<file path="src/rtl/core/tia_pkg.sv">
package tia_pkg;

  localparam int unsigned DataWidth = 32;
  localparam int unsigned ShiftW    = $clog2(DataWidth);

  // Opcodes (left OP right)
  typedef enum logic [3:0] {
    CmdAdd = 4'd0,
    CmdSub = 4'd1,
    CmdMul = 4'd2,
    CmdDiv = 4'd3,
    CmdMod = 4'd4,
    CmdOr  = 4'd5,
    CmdXor = 4'd6,
    CmdAnd = 4'd7,
    CmdShl = 4'd8,
    CmdLt  = 4'd9,
    CmdGt  = 4'd10,
    CmdEq  = 4'd11,
    CmdLe  = 4'd12,
    CmdGe  = 4'd13
  } tia_cmd_e;

  // Operand tags
  typedef enum logic [2:0] {
    TagInt    = 3'd0,
    TagObj    = 3'd1,
    TagVar    = 3'd2,
    TagLvar   = 3'd3,
    TagOther  = 3'd4
  } tia_tag_e;

  typedef struct packed {
    logic [3:0]           cmd;
    logic [DataWidth-1:0] left_value;
    logic [2:0]           left_tag;
    logic [DataWidth-1:0] right_value;
    logic [2:0]           right_tag;
  } tia_in_t;

  typedef struct packed {
    logic [DataWidth-1:0] value;
    logic [1:0]           value_tag;
    logic                 bounds_error;
    logic                 divide_by_zero;
    logic                 type_error;
  } tia_out_t;

  // Per-stage state of the divider pipeline plus the early result
  typedef struct packed {
    logic [DataWidth-1:0] rem;
    logic [DataWidth-1:0] quo;
    logic [DataWidth-1:0] dsr;
    logic                 neg_q;
    logic                 neg_r;
    logic                 sel_q;
    logic                 sel_r;
    tia_out_t             res;
  } tia_stage_t;

endpackage

</file>
<file path="src/rtl/core/tia_div_step.sv">
module tia_div_step (
  input  logic                clk_i,
  input  logic                rst_ni,
  input  logic                ready_i,
  input  logic                valid_i,
  input  tia_pkg::tia_stage_t stage_i,
  output logic                valid_o,
  output tia_pkg::tia_stage_t stage_o
);

  localparam int unsigned DW = tia_pkg::DataWidth;

  logic                valid_q;
  tia_pkg::tia_stage_t stage_q, stage_d;
  logic [DW:0]         shifted;
  logic [DW:0]         diff;
  logic                ge;

  // One restoring division bit
  always_comb begin
    shifted = {stage_i.rem, stage_i.quo[DW-1]};
    diff    = shifted - {1'b0, stage_i.dsr};
    ge      = shifted >= {1'b0, stage_i.dsr};
    stage_d = stage_i;
    stage_d.rem = ge ? diff[DW-1:0] : shifted[DW-1:0];
    stage_d.quo = {stage_i.quo[DW-2:0], ge};
  end

  always_ff @(posedge clk_i or negedge rst_ni) begin
    if (!rst_ni) begin
      valid_q <= 1'b0;
    end else if (ready_i) begin
      valid_q <= valid_i;
    end
  end

  always_ff @(posedge clk_i) begin
    if (ready_i && valid_i) begin
      stage_q <= stage_d;
    end
  end

  assign valid_o = valid_q;
  assign stage_o = stage_q;

endmodule

</file>
<file path="config.mk">
export PLATFORM = sky130hd
export DESIGN_NAME = tia_div_step
export DESIGN_NICKNAME = d
export VERILOG_FILES = /design/src/rtl/core/tia_pkg.sv /design/src/rtl/core/tia_div_step.sv
export SDC_FILE = /design/constraint.sdc
export NUM_CORES = 1
export LEC_CHECK = 0
export ABC_AREA = 1
export BUFFER_PORTS_ARGS = -buffer_cell sky130_fd_sc_hd__buf_2
export CAP_MARGIN = 20
export CORE_ASPECT_RATIO = 0.6
export CORE_MARGIN = 1.5
export CORE_UTILIZATION = 45
export DETAILED_ROUTE_END_ITERATION = 10
export GPL_ROUTABILITY_DRIVEN = 1
export GPL_TIMING_DRIVEN = 0
export PLACE_DENSITY = 0.77
export SETUP_SLACK_MARGIN = 0.02
export SLEW_MARGIN = 20
export SYNTH_ARGS = -nofsm -noshare
export SYNTH_HDL_FRONTEND = slang
export SYNTH_SLANG_ARGS = --single-unit
</file>
<file path="constraint.sdc">
create_clock -name clk_i -period 0.8 [get_ports clk_i]
set_input_delay 0.08 -clock clk_i [delete_from_list [all_inputs] [get_ports clk_i]]
set_output_delay 0.08 -clock clk_i [all_outputs]
set_load 0.02 [all_outputs]
</file>
# Word level (Yosys, flattened, before mapping)
# Index checks and enable logic that the tools add are counted.
totals:
  wordCells: 17
  regBits: 138
  input_bits: 141
  out_inout_bits: 138
classes:
  n_mux: 1
  magnitude_cmp: 1
  addsub: 1
  n_reduce_logical: 1
ops:
  columns: ["op", "n"]
  rows:
  - [">= comparator 33 x 32 -> 1 bit", 1]
  - ["two-way mux 32 bit", 1]
  - ["subtractor 32 bit", 1]
  - ["logical AND 1 bit", 1]

# Depth between registers and ports, before layout
# Gate-level depths: netlist of run 1.
depth:
  depth_word: 2
  mapped_depth: 16
  ltp_nobuf: 14

# Worst setup path before layout of run 1
# No wires, ideal clock.
synth_timing:
  path_type: "input-to-reg"
  startpoint: "input port ready_i"
  endpoint: "register stage_q, in the netlist stage_o[0] (enable)"
  path_slack_ns: -2.467
  required_time_ns: 0.310
  setup_ns: 0.490
  arrival_ns: 2.777
  cell_stages: 2
  path_cell_list: "nand2_1 -> inv_1"
synth_between:
  elab_chain_len: 1
synth_rtl:
  columns: ["element", "line", "rtl"]
  rows:
  - ["start: declaration", "tia_div_step.sv:4", "input logic ready_i,"]
  - ["logical AND 1 bit", "tia_div_step.sv:38", "if (ready_i && valid_i) begin"]
  - ["end signal: assignment", "tia_div_step.sv:39", "stage_q <= stage_d;"]
  - ["end: declaration", "tia_div_step.sv:14", "tia_pkg::tia_stage_t stage_q, stage_d;"]
# Every way passes these cells.
# A chain may end at the register's enable or synchronous reset.

==> results of run 1 <==
==> worst register-to-register path, delay by kind of cell (launching register included) <==
kind	cells	cell delay, ns
flip-flops	1	0.39
buffers and inverters	1	0.05
AO/OA/AOI/OAI	1	0.13
==> sequential cells by signal, indices dropped and copies added, names as in the netlist <==
signal / count
stage_o: 137
valid_o: 1
==> where the power goes <==
| group | internal, uW | total [uW] | switching, uW |
|---|---|---|---|
| Clock | 4110 | 7700 | 3600 |
| Sequential | 8640 | 8890 | 250 |
| Combinational | 3020 | 6670 | 3650 |
==> cells in the mapped netlist (2+ instances only) <==
| master | number | share of area |
|---|---|---|
| nand2_1 | 275 | 0.14 |
| inv_1 | 152 | 0.078 |
| edfxtp_1 | 137 | 0.56 |
| nand3_1 | 56 | 0.038 |
| nor2_1 | 34 | 0.017 |
| ha_1 | 32 | 0.055 |
| a21oi_1 | 21 | 0.014 |
| xor2_1 | 13 | 0.016 |
| nand3_2 | 11 | 0.015 |
| nand3b_1 | 11 | 0.011 |
| and2_1 | 8 | 0.0068 |
| buf_2 | 7 | 0.0048 |
| nor3_1 | 6 | 0.0041 |
| nand2_2 | 3 | 0.0026 |
| nand4_1 | 3 | 0.0026 |
| nor2_2 | 3 | 0.0026 |
| nor3_2 | 3 | 0.0041 |
| o21ai_0 | 3 | 0.0021 |
| a21o_1 | 2 | 0.0021 |
| buf_12 | 2 | 0.0055 |
==> cells by family (layout without fill, tap and decap cells) <==
family | Yosys count | in the layout | share of synthesized area
flops | 138 | 138 | 0.566
simple gates | 416 | 416 | 0.252
xor+xnor | 14 | 14 | 0.0168
buf+inv | 162 | 620 | 0.0898
fa+ha+maj | 33 | 33 | 0.0575
compound gates | 26 | 26 | 0.0185
==> final cells by class <==
type | instances | area (sq um)
clock buffer | 18 | 429
multi-input combinational | 489 | 3470
fill | 902 | 2820
buffer | 8 | 100
timing repair buffer | 428 | 3710
inverter | 152 | 592
tap | 203 | 254
clock inverter | 14 | 131
sequential | 138 | 4140
==> stage by stage <==
step / setup TNS [ns] / worst slack (ns) / power (uW)
final: -55.59 / -0.768 / 23300
after CTS: -116.13 / -0.627 / 22400
after floorplan: -263.61 / -1.73 / 12000
after global placement: -406.98 / -2.70 / 13500
after detailed placement: -100.41 / -1.31 / 13600
after global routing: -60.72 / -0.776 / 24000
==> repair_timing <==
item	in CTS	in global routing
pin swaps	42	11
cloned	5	0
setup buffers	26	2
endpoints found under the setup margin	233	308
hold endpoints to repair	111	1
resized for setup	196	182
hold buffers	112	2
==> worst max path at each step <==
| stage | startpoint | endpoint |
|---|---|---|
| 2_1_floorplan | ready_i | stage_o[0]$_DFFE_PP_ |
| 3_3_place_gp | ready_i | stage_o[40]$_DFFE_PP_ |
| 3_5_place_dp | stage_i[41] | stage_o[133]$_DFFE_PP_ |
| 4_1_cts | stage_i[67] | stage_o[123]$_DFFE_PP_ |
| 5_1_grt | stage_i[71] | stage_o[136]$_DFFE_PP_ |
| 6_report | stage_i[134] | stage_o[136]$_DFFE_PP_ |
==> metal layers <==
layer	part of all wire	vias to the layer above	global-route usage
li1	-	3420	-
met1	0.40	3518	0.393
met2	0.49	411	0.479
met3	0.089	59	0.0758
met4	0.020	0	0.0845
met5	0	-	0
==> qor.txt, run 1 <==
Core ar. = 0.0156 sq mm
Die ar. = 0.0171 sq mm
R2R Path End = valid_o$_DFFE_PN0P_
Root Buffer = clkbuf_16
DR iter-0 viols = 657
Placed Area = 0.00959 sq mm
Nets = 1408
most frequent CP cell = buf_4
TritonCTS Buffers = 17
period utilization = 1.96
slew margin rel. = 0.797
CP Max Fanout = 4
dpl hpwl = 16.5 mm
Static Leak = 0.00599 uW
I/O pin cnt = 279
Netlist cell types = 27
Yosys reg bits = 138
most common cell after layout, fill and taps aside = nand2_1
RSZ-0062 raised after global routing = true
Worst VDD drop = 0.00113 V
CTS H-tree depth = 4
drt via density = 5.11
outcome = complete, but fails checks
first-pass GRT wire length = 37.7 mm
Synth Warn # = 0
WHS = 0.00799 ns
failing checks = setup timing
Cell Rows = 35
final worst clock skew = 0 ns
first-pass iteration count of the detailed router = 7
Final Max Tran Viols = 0
Worst Tran Pin Value = 0.305 ns
Synth Net Count = 963
syn avg cell area = 9.27 sq um
Hold EP = stage_o[134]$_DFFE_PP_
Worst Path Class, Setup = in -> reg
Mapped Area = 0.00732 sq mm
crit path capture type = flop
Post-Layout Cell Count = 1450
most frequent cells in the layout = nand2_1 (211), buf_2 (161), edfxtp_1 (137)
WL per Instance = 19.1 um
layout cell share with drive strength beyond 1 = 0.437
Hold Crit Depth = 3
antenna violations before repair = 0
clk sink count = 138
clk buf depth = 2
Clock transition at path regs = 0.06 ns
number of enable flip-flop cells after synthesis = 137
Critical Path Slowest Stage Cell = ha_4
Detail Route Antenna Nets = 0
dominant synthesized flop cell = edfxtp_1
Detailed Route WL = 27.8 mm
final hold violations = 0
CP max stage delay = 0.25 ns
Die Y = 102 um
Skew-Pair Late Insertion Delay = 0.42 ns
Die Span X = 168 um
DRC = 0
Design Area, Final = 0.0128 sq mm
GR Util All Layers = 0.294
critical path arrival = 1.74 ns
crit path buf inv count = 4
FF-to-FF path depth = 2
largest net degree at the start of global routing = 36
Inserted Diodes = 0
Max Cap Viol = 0
WP data required = 0.97 ns
final worst setup slack = -0.768 ns
Placed Cells = 1274
CP top delay family = simple AND/OR/NAND/NOR gates
Layout area overhead = 75.2%
vias in the first global route = 7004
post-layout min period = 1.57 ns
Worst path depth = 12
Vias = 7408
hold path startpoint = stage_i[133]
GP Congestion = 0.898
HP Class = in -> reg
Initial Utilization = 0.468
Max Clock Freq = 638 MHz
total gr overflow = 0
register area share after synthesis = 0.566
PortBufs = 278
reg2reg start = valid_o$_DFFE_PN0P_
Cell Chain, Critical Path = buf_6 -> ha_4 -> a21o_1 -> buf_4 -> buf_4 -> buf_4 -> nor2_1 -> nand2_1 -> a21oi_1 -> nand3_1 -> nand3_2 -> nand2_1
endpoints failing setup = 171
CTS tree = yes
Final Util = 0.820
Worst setup SP type = primary input
PwrDens = 1810 mW/mm^2
ys async rst share = 0.00725
synthesized instance count = 789
R2R Setup Slk = 0.15 ns
Note: power is estimated with default switching activity, not from simulation.
==> run 2: changes to the inputs <==
- PLACE_DENSITY: 0.77 -> 0.74
==> run 2 against run 1 <==
  * The run ends with hold timing, setup timing left
  * Fmax grew 1.5%
  * Critical path depth grew 1
  * First-iteration DRC count shrank 6.5%
  * Cell area grew 5.2%
  * Largest power group unchanged
==> qor.txt, run 2 (same netlist as run 1, synthesis figures left out) <==
Cell Chain, Critical Path = buf_4 -> inv_2 -> ha_4 -> nand2_2 -> inv_1 -> nand2_1 -> nand2_1 -> nand2_1 -> nand2_1 -> a21oi_2 -> nand3b_1 -> nand3_2 -> nand2_1 (was buf_6 -> ha_4 -> a21o_1 -> buf_4 -> buf_4 -> buf_4 -> nor2_1 -> nand2_1 -> a21oi_1 -> nand3_1 -> nand3_2 -> nand2_1)
Int Pwr = 16100 uW (was 15800 uW)
WL per Instance = 19.8 um (was 19.1 um)
Core ar. = 0.0156 sq mm (unchanged)
Cell Rows = 35 (unchanged)
Static Leak = 0.00621 uW (was 0.00599 uW)
R2R Setup Slk = 0.14 ns (was 0.15 ns)
Max Clock Freq = 647 MHz (was 638 MHz)
Worst VDD drop = 0.00150 V (was 0.00113 V)
power share of the clock group = 0.324 (was 0.331)
Worst Tran Pin Value = 0.351 ns (was 0.305 ns)
Placed Area = 0.00960 sq mm (was 0.00959 sq mm)
most common cell after layout, fill and taps aside = nand2_1 (unchanged)
WP data required = 0.98 ns (was 0.97 ns)
TritonCTS Buffers = 17 (unchanged)
Final Util = 0.863 (was 0.820)
I/O pin cnt = 279 (unchanged)
Worst Path Class, Setup = in -> reg (unchanged)
GP Congestion = 0.906 (was 0.898)
met2 wire length = 14.1 mm (was 13.5 mm)
most frequent CP cell = nand2_1 (was buf_4)
PwrDens = 1780 mW/mm^2 (was 1810 mW/mm^2)
most frequent cells in the layout = nand2_1 (174), buf_2 (142), edfxtp_1 (137) (was nand2_1 (211), buf_2 (161), edfxtp_1 (137))
vias in the first global route = 6868 (was 7004)
WHS = -0.0768 ns (was 0.00799 ns)
final hold violations = 2 (was 0)
Placed Cells = 1274 (unchanged)
Initial Utilization = 0.468 (unchanged)
GR Util All Layers = 0.282 (was 0.294)
critical path arrival = 1.72 ns (was 1.74 ns)
PortBufs = 278 (unchanged)
Comb pwr share = 0.305 (was 0.287)
Die Span X = 168 um (unchanged)
Die ar. = 0.0171 sq mm (unchanged)
max FFs per register = 137 (unchanged)
slew margin rel. = 0.766 (was 0.797)
Post-Layout Cell Count = 1475 (was 1450)
metal3 WL = 2.85 mm (was 2.48 mm)
outcome = complete, but fails checks (unchanged)
Design Area, Final = 0.0135 sq mm (was 0.0128 sq mm)
Vias = 7651 (was 7408)
Root Buffer = clkbuf_16 (unchanged)
post-layout min period = 1.54 ns (was 1.57 ns)
Nets = 1431 (was 1408)
drt via density = 5.19 (was 5.11)
Net Sw Frac = 0.326 (was 0.322)
CP Max Fanout = 4 (unchanged)
M1 WL = 11.6 mm (was 11.2 mm)
Max Cap Viol = 0 (unchanged)
total gr overflow = 0 (unchanged)
final worst setup slack = -0.745 ns (was -0.768 ns)
Skew-Pair Late Insertion Delay = 0.41 ns (was 0.42 ns)
largest net degree at the start of global routing = 36 (unchanged)
first-pass iteration count of the detailed router = 5 (was 7)
# fillers = 805 (was 902)
CTS H-tree depth = 4 (unchanged)
Clock transition at path regs = 0.07 ns (was 0.06 ns)
Layout area overhead = 84.4% (was 75.2%)
clk sink count = 138 (unchanged)
dpl hpwl = 16.6 mm (was 16.5 mm)
endpoints failing setup = 308 (was 171)
first-pass GRT wire length = 36.4 mm (was 37.7 mm)
Critical Path Slowest Stage Cell = a21oi_2 (was ha_4)
layout cell share with drive strength beyond 1 = 0.497 (was 0.437)
antenna violations before repair = 1 (was 0)
DR iter-0 viols = 614 (was 657)
Die Y = 102 um (unchanged)
crit path capture type = flop (unchanged)
failing checks = hold timing, setup timing (was setup timing)
RSZ-0062 raised after global routing = true (unchanged)
period utilization = 1.93 (was 1.96)
top sig layer = met4 (unchanged)
sequential power share = 0.371 (was 0.382)
final worst clock skew = 0 ns (unchanged)
Switch Pwr = 7820 uW (was 7500 uW)
Worst setup SP type = primary input (unchanged)
clk buf depth = 2 (unchanged)
HP Class = in -> reg (unchanged)
DRC = 0 (unchanged)
CTS tree = yes (unchanged)
Detail Route Antenna Nets = 0 (unchanged)
CP max stage delay = 0.28 ns (was 0.25 ns)
Final Max Tran Viols = 0 (unchanged)
Detailed Route WL = 29.1 mm (was 27.8 mm)
[run 2: changes by cell type in the layout (fill, tap and decap cells not counted), moves of 5 or more]
cell       before  now
nand3_1        40   27
buf_4          30   48
buf_6         120  129
nand2_1       211  174
nand2_4        23   32
nand3_2        21   32
buf_2         161  142
buf_8           1    7
a21oi_1        17   11
clkbuf_16      17   25
a21oi_2         3    8
inv_1         119  113
nand2_2        43   72
[run 2: worst paths after layout]
| kind | start | to | depth (start not counted) |
|---|---|---|---|
| worst min register to register | valid_o$_DFFE_PN0P_ | valid_o$_DFFE_PN0P_ | 2 |
| min in group asynchronous | rst_ni | valid_o$_DFFE_PN0P_ | 3 |
| worst min-delay path | valid_i | valid_o$_DFFE_PN0P_ | 3 |
| worst max-delay path | stage_i[54] | stage_o[132]$_DFFE_PP_ | 13 |
| worst max register to register | valid_o$_DFFE_PN0P_ | valid_o$_DFFE_PN0P_ | 2 |
| max in group asynchronous | rst_ni | valid_o$_DFFE_PN0P_ | 3 |
[run 2: power groups by stage]
stage          Sequential [uW]  Combinational (uW)  Clock (uW)
2_1_floorplan             9660                2300           0
3_3_place_gp              8910                4560           0
3_5_place_dp              8900                4680           0
4_1_cts                   8750                5750        7790
5_1_grt                   8930                7680        8170
6_report                  8890                7300        7760
[run 2: worst max-delay path: cells and delay by family]
family | cells | cell delay [ns]
and+or+nand+nor | 8 | 0.88
AOI/OAI and AO/OA | 1 | 0.28
buffers and inverters | 3 | 0.25
adders and majority gates | 1 | 0.22
[run 2: area by class of cell]
class                      instances  area [sq um]  share of cell area
antenna                            2          5.00            0.000371
timing repair buffer             449          4050               0.300
timing repair inverter             1          7.51            0.000556
buffer                             8           133             0.00983
multi-input combinational        490          3740               0.277
sequential                       138          4140               0.307
tap                              203           254              0.0188
clock buffer                      18           429              0.0318
inverter                         152           599              0.0444
clock inverter                    14           133             0.00983
[run 2: layer usage]
layer / track usage / up-vias
met1: 0.390 / 3671
met2: 0.454 / 447
met4: 0.0603 / 0
li1: - / 3475
met3: 0.0715 / 58
met5: 0 / -
[run 2: what timing repair did]
action,in CTS,in global routing
gates cloned,1,10
gates resized for setup,141,355
hold buffers,106,7
pin swaps,28,26
endpoints found under the hold margin,106,7
setup buffers,29,16
setup endpoints to repair,308,308
[run 2: through the flow]
step           TNS [ns]  power, uW  setup slack [ns]
3_3_place_gp    -417.82      13500             -2.78
4_1_cts          -84.89      22300            -0.612
5_1_grt         -131.90      24800            -0.794
3_5_place_dp    -138.76      13600             -1.32
2_1_floorplan   -263.61      12000             -1.73
6_report        -122.25      23900            -0.745
